## config.mk

```make
export PLATFORM = sky130hd
export DESIGN_NAME = cmrf_ctrl
export DESIGN_NICKNAME = d
export VERILOG_FILES = /design/src/hw/rtl/cmrf_pkg.sv /design/src/hw/rtl/cmrf_ctrl.sv
export SDC_FILE = /design/constraint.sdc
export NUM_CORES = 1
export LEC_CHECK = 0
export BUFFER_PORTS_ARGS = -buffer_cell sky130_fd_sc_hd__buf_2
export CELL_PAD_IN_SITES_DETAIL_PLACEMENT = 1
export CELL_PAD_IN_SITES_GLOBAL_PLACEMENT = 1
export CORE_MARGIN = 4
export CORE_UTILIZATION = 30
export CTS_CLUSTER_DIAMETER = 50
export CTS_CLUSTER_SIZE = 16
export DETAILED_ROUTE_END_ITERATION = 8
export PLACE_DENSITY_LB_ADDON = 0.1
export SLEW_MARGIN = 20
export SYNTH_ARGS = -nofsm -noshare
export SYNTH_HDL_FRONTEND = slang
export SYNTH_SLANG_ARGS = --single-unit
```

## constraint.sdc

```tcl
create_clock -name clk -period 1.4 [get_ports clk]
set_input_delay 0.35 -clock clk [delete_from_list [all_inputs] [get_ports clk]]
set_output_delay 0.35 -clock clk [all_outputs]
set_load 0.05 [all_outputs]
```

## src/hw/rtl/cmrf_pkg.sv

```systemverilog
// Shared constants, types and codes of the convex minimum search block.
package cmrf_pkg;

    localparam int DEPTH       = 1024;
    localparam int ADDR_W      = $clog2(DEPTH);
    localparam int CNT_W       = ADDR_W + 1;
    localparam int SAMPLE_BITS = 32;
    localparam int FRAC_BITS   = 16;
    localparam int MAX_STEPS   = 100;
    localparam int STEP_W      = 7;
    localparam int POS_W       = ADDR_W + FRAC_BITS;
    localparam int DIFF_W      = SAMPLE_BITS + 1;
    localparam int DEN_W       = DIFF_W + 1;
    localparam int PROD_W      = DIFF_W + POS_W;
    localparam int TOL_W       = 16 + FRAC_BITS;
    localparam int CMP_W       = POS_W + TOL_W;
    localparam int DIVC_W      = $clog2(POS_W + 1);
    localparam int CFG_W       = 16;

    typedef enum logic [2:0] {
        ST_OK         = 3'd0,
        ST_TOO_FEW    = 3'd1,
        ST_SKIP_END   = 3'd2,
        ST_NO_BRACKET = 3'd3,
        ST_STEP_LIMIT = 3'd4
    } status_t;

    typedef enum logic {
        CFG_SKIP_RISING = 1'b0,
        CFG_TOLERANCE   = 1'b1
    } cfg_idx_t;

    typedef enum logic [1:0] {
        SEL_SKIP,
        SEL_LOW,
        SEL_HIGH,
        SEL_EST
    } idx_sel_t;

    typedef enum logic [1:0] {
        IDX_HOLD,
        IDX_ZERO,
        IDX_LOW
    } idx_op_t;

    typedef struct packed {
        logic signed [31:0] sample;
        logic               last;
    } item_t;

    typedef struct packed {
        logic [9:0] min_index;
        logic [2:0] status;
    } result_t;

    typedef struct packed {
        logic     ld_wr;
        logic     chk_init;
        logic     skip_inc;
        logic     setup;
        idx_sel_t fsel;
        logic     fphase;
        logic     cap_ya;
        logic     cap_d;
        logic     mul;
        logic     div_init;
        logic     div_step;
        logic     make_x;
        logic     update;
        idx_op_t  idx_op;
    } cmd_t;

    typedef struct packed {
        logic n_small;
        logic skip_en;
        logic skip_off;
        logic d_nonneg;
        logic same_sign;
        logic both_zero;
        logic div_last;
        logic conv_done;
        logic limit_hit;
    } stat_t;

endpackage

```

## src/hw/rtl/cmrf_ctrl.sv

```systemverilog
// Controller state machine sequencing loading, skipping and the regula falsi steps.
module cmrf_ctrl import cmrf_pkg::*; (
    input  logic    clk,
    input  logic    rst_n,
    input  logic    start,
    input  logic    last,
    input  stat_t   stat,
    output cmd_t    cmd,
    output logic    busy,
    output logic    done,
    output status_t status
);

    typedef enum logic [3:0] {
        S_LOAD, S_CHECK, S_SKCHK, S_SKEV, S_SETUP, S_F0, S_F1, S_F2,
        S_EVAL, S_MUL, S_DIVI, S_DIV, S_MKX, S_UPD
    } state_t;

    state_t   state_reg, state_next;
    idx_sel_t tgt_reg, tgt_next;
    logic     done_reg, done_next;
    status_t  status_reg, status_next;

    always_comb
    begin
        state_next  = state_reg;
        tgt_next    = tgt_reg;
        done_next   = 1'b0;
        status_next = status_reg;
        cmd         = '0;
        cmd.fsel    = tgt_reg;
        cmd.idx_op  = IDX_HOLD;
        unique case (state_reg)
            S_LOAD:
            begin
                if (start)
                begin
                    cmd.ld_wr = 1'b1;
                    if (last)
                    begin
                        state_next = S_CHECK;
                    end
                end
            end
            S_CHECK:
            begin
                cmd.chk_init = 1'b1;
                if (stat.n_small)
                begin
                    cmd.idx_op  = IDX_ZERO;
                    done_next   = 1'b1;
                    status_next = ST_TOO_FEW;
                    state_next  = S_LOAD;
                end
                else if (stat.skip_en)
                begin
                    state_next = S_SKCHK;
                end
                else
                begin
                    state_next = S_SETUP;
                end
            end
            S_SKCHK:
            begin
                if (stat.skip_off)
                begin
                    cmd.idx_op  = IDX_ZERO;
                    done_next   = 1'b1;
                    status_next = ST_SKIP_END;
                    state_next  = S_LOAD;
                end
                else
                begin
                    tgt_next   = SEL_SKIP;
                    state_next = S_F0;
                end
            end
            S_SKEV:
            begin
                if (stat.d_nonneg)
                begin
                    cmd.skip_inc = 1'b1;
                    state_next   = S_SKCHK;
                end
                else
                begin
                    state_next = S_SETUP;
                end
            end
            S_SETUP:
            begin
                cmd.setup  = 1'b1;
                tgt_next   = SEL_LOW;
                state_next = S_F0;
            end
            S_F0:
            begin
                state_next = S_F1;
            end
            S_F1:
            begin
                cmd.fphase = 1'b1;
                cmd.cap_ya = 1'b1;
                state_next = S_F2;
            end
            S_F2:
            begin
                cmd.cap_d = 1'b1;
                unique case (tgt_reg)
                    SEL_SKIP: state_next = S_SKEV;
                    SEL_LOW:
                    begin
                        tgt_next   = SEL_HIGH;
                        state_next = S_F0;
                    end
                    SEL_HIGH: state_next = S_EVAL;
                    SEL_EST:  state_next = S_UPD;
                    default:  state_next = S_LOAD;
                endcase
            end
            S_EVAL:
            begin
                if (stat.same_sign)
                begin
                    cmd.idx_op  = IDX_ZERO;
                    done_next   = 1'b1;
                    status_next = ST_NO_BRACKET;
                    state_next  = S_LOAD;
                end
                else if (stat.both_zero)
                begin
                    cmd.idx_op  = IDX_LOW;
                    done_next   = 1'b1;
                    status_next = ST_OK;
                    state_next  = S_LOAD;
                end
                else
                begin
                    state_next = S_MUL;
                end
            end
            S_MUL:
            begin
                cmd.mul    = 1'b1;
                state_next = S_DIVI;
            end
            S_DIVI:
            begin
                cmd.div_init = 1'b1;
                state_next   = S_DIV;
            end
            S_DIV:
            begin
                cmd.div_step = 1'b1;
                if (stat.div_last)
                begin
                    state_next = S_MKX;
                end
            end
            S_MKX:
            begin
                cmd.make_x = 1'b1;
                tgt_next   = SEL_EST;
                state_next = S_F0;
            end
            S_UPD:
            begin
                cmd.update = 1'b1;
                if (stat.conv_done)
                begin
                    done_next   = 1'b1;
                    status_next = ST_OK;
                    state_next  = S_LOAD;
                end
                else if (stat.limit_hit)
                begin
                    done_next   = 1'b1;
                    status_next = ST_STEP_LIMIT;
                    state_next  = S_LOAD;
                end
                else
                begin
                    tgt_next   = SEL_LOW;
                    state_next = S_F0;
                end
            end
            default: state_next = S_LOAD;
        endcase
    end

    always_ff @(posedge clk or negedge rst_n)
    begin
        if (!rst_n)
        begin
            state_reg  <= S_LOAD;
            tgt_reg    <= SEL_SKIP;
            done_reg   <= 1'b0;
            status_reg <= ST_OK;
        end
        else
        begin
            state_reg  <= state_next;
            tgt_reg    <= tgt_next;
            done_reg   <= done_next;
            status_reg <= status_next;
        end
    end

    assign busy   = (state_reg != S_LOAD);
    assign done   = done_reg;
    assign status = status_reg;

endmodule

```

### Yosys cells after proc, flatten, opt, wreduce, memory -nomap -nowiden

Cells that the tools add are included.

| operators by class | value |
|---|---|
| bitwise gates (word level) | 0 |
| $lt $le $gt $ge | 0 |
| multiply operators | 0 |
| eq/ne operators | 27 |
| $add $sub $neg | 0 |
| reductions and logical operators | 9 |
| shifts and indexed selects | 0 |
| muxes and demuxes | 50 |
| divide/modulo/power cells | 0 |

Operators with widths:

| cell | number |
|---|---|
| one-hot mux 4 bit (13 select lines) | 1 |
| 2-to-1 mux 3 bit | 11 |
| equality test 4 bit, second input constant | 6 |
| 2-to-1 mux 4 bit | 6 |
| 2-to-1 mux 1 bit | 20 |
| equality test 4 x 3 -> 1 bit, second input constant | 4 |
| inequality test 2 bit, second input constant | 8 |
| one-hot mux 4 bit (4 select lines) | 1 |
| 2-to-1 mux 2 bit | 7 |
| one-hot mux 3 bit (4 select lines) | 1 |
| one-hot mux 2 bit (5 select lines) | 1 |
| AND reduction 5 bit | 2 |
| equality test 4 x 2 -> 1 bit, second input constant | 2 |
| nonzero test 4 bit | 2 |
| inequality test 3 bit, second input constant | 2 |
| one-hot mux 2 bit (3 select lines) | 1 |
| nonzero test 5 bit | 1 |
| equality test 2 bit, second input constant | 2 |
| equality test 4 x 1 -> 1 bit, second input constant | 1 |
| zero test 4 bit | 1 |
| one-hot mux 1 bit (4 select lines) | 1 |
| AND reduction 3 bit | 1 |
| equality test 2 x 1 -> 1 bit, second input constant | 1 |
| zero test 2 bit | 1 |
| 2 further kinds | 2 |

| storage, ports and cells | value |
|---|---|
| memory bits (writable) | 0 |
| bits in registers | 10 |
| latch bits | 0 |
| output and inout port bits | 21 |
| bits in read-only memories | 0 |
| memories kept | 0 |

### Depth between registers and ports, before layout

| logic depth | value |
|---|---|
| depth after elaboration | 3 |
| depth in mapped cells | 7 |
| mapped depth without buffers | 5 |

### Least setup slack after synthesis

Ideal clock, no wire load.

| path | value |
|---|---|
| path kind | reg-to-output |
| start | reg state_reg[1] |
| end | out cmd[9] (netlist name) |
| buffers on the path | 3 |
| data required time | 1,050 ps |
| slack | -871 ps |
| data arrival time | 1,921 ps |
| cell stages (with the launch flop) | 6 |
| path through | dfrtp_1 buf_2 clkbuf_1 nand2b_1 nor2_1 buf_4 |

RTL lines:

| item | line | RTL |
|---|---|---|
| start, declared | cmrf_ctrl.sv:19 | `state_t state_reg, state_next;` |
| start signal, assigned | cmrf_ctrl.sv:203 | `state_reg <= state_next;` |
| end, declared | cmrf_ctrl.sv:8 | `output cmd_t cmd,` |

==> impl_results.md <==
* FF-to-FF End: tgt_reg[1]
* Setup Skew at 0.000337 ns
* Worst setup EP type: primary output
* Finished Cell Area at between 1500 and 2000 um2
* Vias in the first global route at between 1000 and 1500
* IO Port Bufs at 33
* Fin cells at 215
* First-pass GRT wire length at ~5.1 mm
* Iteration-0 DRC Markers at 25
* Period utilization at 1.34
* All-Layer GR Usage at 0.183
* Syn Nets at 118
* Fraction of registers with async set/reset at 1.00
* Initial antenna violation count at 0
* Number of synthesized register bits at 10
* Fill count at around 300
* Sequential area share after synthesis at 0.294
* Top cell type's share of synthesized area at 0.294
* VDD IR max at ~1.5 mV
* Setup WS post-layout at -0.474 ns
* Fraction of layout cells with a size suffix above 1 at 0.690
* Max_cap viols at 0
* Post-DP HPWL at 2.41 mm
* Slew HR at 0.774
* Num CTS Buffers at 3
* Diodes inserted at 0
* Placed cell count at around 190
* Deepest clock path buffer count at 2
* Global placement routability congestion at between 0.8 and 0.9
* Post-route ant nets at 0
* Worst reg2reg path startpoint: state_reg[0]
* R2r setup slk at -0.43 ns
* Post-synth cell types at 40
* Lkg Pwr at about 0.9 nW
* Post-synth EDFFs at 0
* Die area at 3760 um2
* Post-DR vias/cell at ~5.2
* Top-count cell post-synth: nor2_1
* RSZ-0062 raised after global routing: yes
* Worst Reg-to-Reg Cells at 8
* Period minus WS final at about 1.9 ns
* Worst path buffer plus inverter count at 2
* Commonest cells post-synth: nor2_1, dfrtp_1, nand2_1
* Die Y at about 61 um
* Multi-input combinational cell area at about 740 um2
* Status: complete, but fails checks
* Storage cell area at around 250 um2
* Worst Hold Depth at 3
* Core area at roughly 2700 um2
* Violated checks: negative setup slack
* Power Dens Cells at 2070 nW/um2
* Grt ovf at 0
* Fin Hold WS at between 0.4 and 0.5 ns
* Setup Viol. Count Final at 25
* # IOs at 34
* Max incr delay on CP at 0.39 ns
* DRT Pass-1 Iters at 4
* Maximum fanout along the worst path at 3
* Post-synth top flop: dfrtp_1
* Crit-path cells: nand3b_1 -> a211oi_2 -> a31oi_2 -> inv_4 -> buf_8
* CTS tree: done
* Hold Crit Class: in2reg
* Startpoint types: flip-flop
* Via count of the routed design at 1110
* Largest net degree at the start of global routing at 11
* Critical path's top delay family: compound AO/OA/AOI/OAI gates
* Critical path required time at ~1.1 ns
* Power consumption at 0.00372 W
* DP Area at approximately 1300 um2
* Max Fclk at between 500 and 600 MHz
* Syn-to-layout area delta at 111%
* # H-tree levels at 1
* Critical path depth at 5
* Final nets at 198
* Die Span X at 61.3 um
* Wire per inst at 19.3 um
* Critical path type: reg2out
* Hold Crit Endpoint: done
* Clock transition at path regs at 0.07 ns
* Hold Vio Cnt, Final at 0
* Hold Startpoint: stat[0]
* Mapped Area at ~850 um2
* Finished Core Util at 0.658
* Initial Utilization at 0.312
* Slew @ Worst Pin at between 0.3 and 0.4 ns
* Gate Count Post-Synth at ~110
* Worst-Skew Late Latency at 0.27 ns
* Synth area leaders: dfrtp_1, nor2_1, nand2_1
* Sink Count at 10
* Worst Path Arrival at 1.52 ns
* Yosys Warn Count at 0
* Max reg flops at 4
* Slew Viols, Final at 0
* # DRC at 0
* Root Buffer: clkbuf_4
* Critical-path top delay cell: dfrtp_1
* Avg Inst Size Synth at between 8 and 9 um2
* # rows at 19
* DRT Wirelength at 4.15 mm
* Synth area leader: dfrtp_1
cell type report:
class,count,area share
Multi-Input combinational cell,84,0.410
Inverter,2,0.00765
Sequential cell,10,0.140
Timing Repair Buffer,84,0.400
Clock buffer,4,0.0202
Tap cell,31,0.0216
worst register-to-register path, cell delays in order, from the launching register on:
cell and delay [ns]:
dfrtp_1 0.39, buf_4 0.14, buf_8 0.13, buf_4 0.14
nor2b_4 0.12, or3b_4 0.40, a31oi_4 0.20, nor2_1 0.08
a21oi_1 0.14
placed cells by master, fill, tap and decap left out, types with 3 or more instances in the layout:
cell,Yosys,routed
nor2b_1,5,3
nor2_4,0,10
buf_6,1,9
nor3_1,6,5
nor2_1,14,4
o21ai_0,5,4
buf_4,2,43
a21oi_1,3,3
nand2_1,10,7
dfrtp_1,10,8
clkbuf_4,0,5
buf_2,2,17
nand3b_1,4,4
nand2b_4,0,4
buf_8,0,11
metrics by stage:
| stage | TNS [ns] | worst slack [ns] |
|---|---|---|
| 2_1_floorplan | -2.13 | -0.256 |
| 3_3_place_gp | -4.03 | -0.260 |
| 3_5_place_dp | -4.67 | -0.282 |
| 4_1_cts | -7.13 | -0.470 |
| 5_1_grt | -9.70 | -0.563 |
| 6_report | -8.21 | -0.474 |
where the power goes:
part / internal, W / switching (W) / total [W]
Clock: 0.000158 / 0.000108 / 0.000266
Combinational: 0.00131 / 0.00162 / 0.00293
Sequential: 0.000405 / 0.000117 / 0.000522
Total: 0.00187 / 0.00185 / 0.00372
layer usage:
metal	vias up	global-route usage	part of all wire
li1	537	-	-
met4	0	0.0650	0.024
met3	10	0.0314	0.042
met5	-	0	0
met1	530	0.233	0.41
met2	33	0.311	0.53
cells by family after synthesis:
group,share of synthesized area
AO/OA/AOI/OAI,0.200
AND/OR/NAND/NOR,0.388
flip-flops,0.294
multiplexers,0.0499
buffers and inverters,0.0690
worst max-delay path by stage:
stage / startpoint / endpoint / slack [ns]
CTS: state_reg[3] / cmd[0] / -0.47
detailed placement: state_reg[3] / cmd[0] / -0.28
global route: state_reg[0] / cmd[0] / -0.56
finish: state_reg[0] / cmd[0] / -0.47
global placement: state_reg[0] / cmd[1] / -0.26
floorplan: state_reg[0] / cmd[9] / -0.26
repair_timing:
item / CTS / global route
setup endpoints to repair: 23 / 25
hold endpoints to repair: 10 / 0
pin swaps: 4 / 12
setup buffers: 7 / 13
hold buffers: 1 / 0
gates resized for setup: 40 / 40
(Power assumes the default switching activity.)
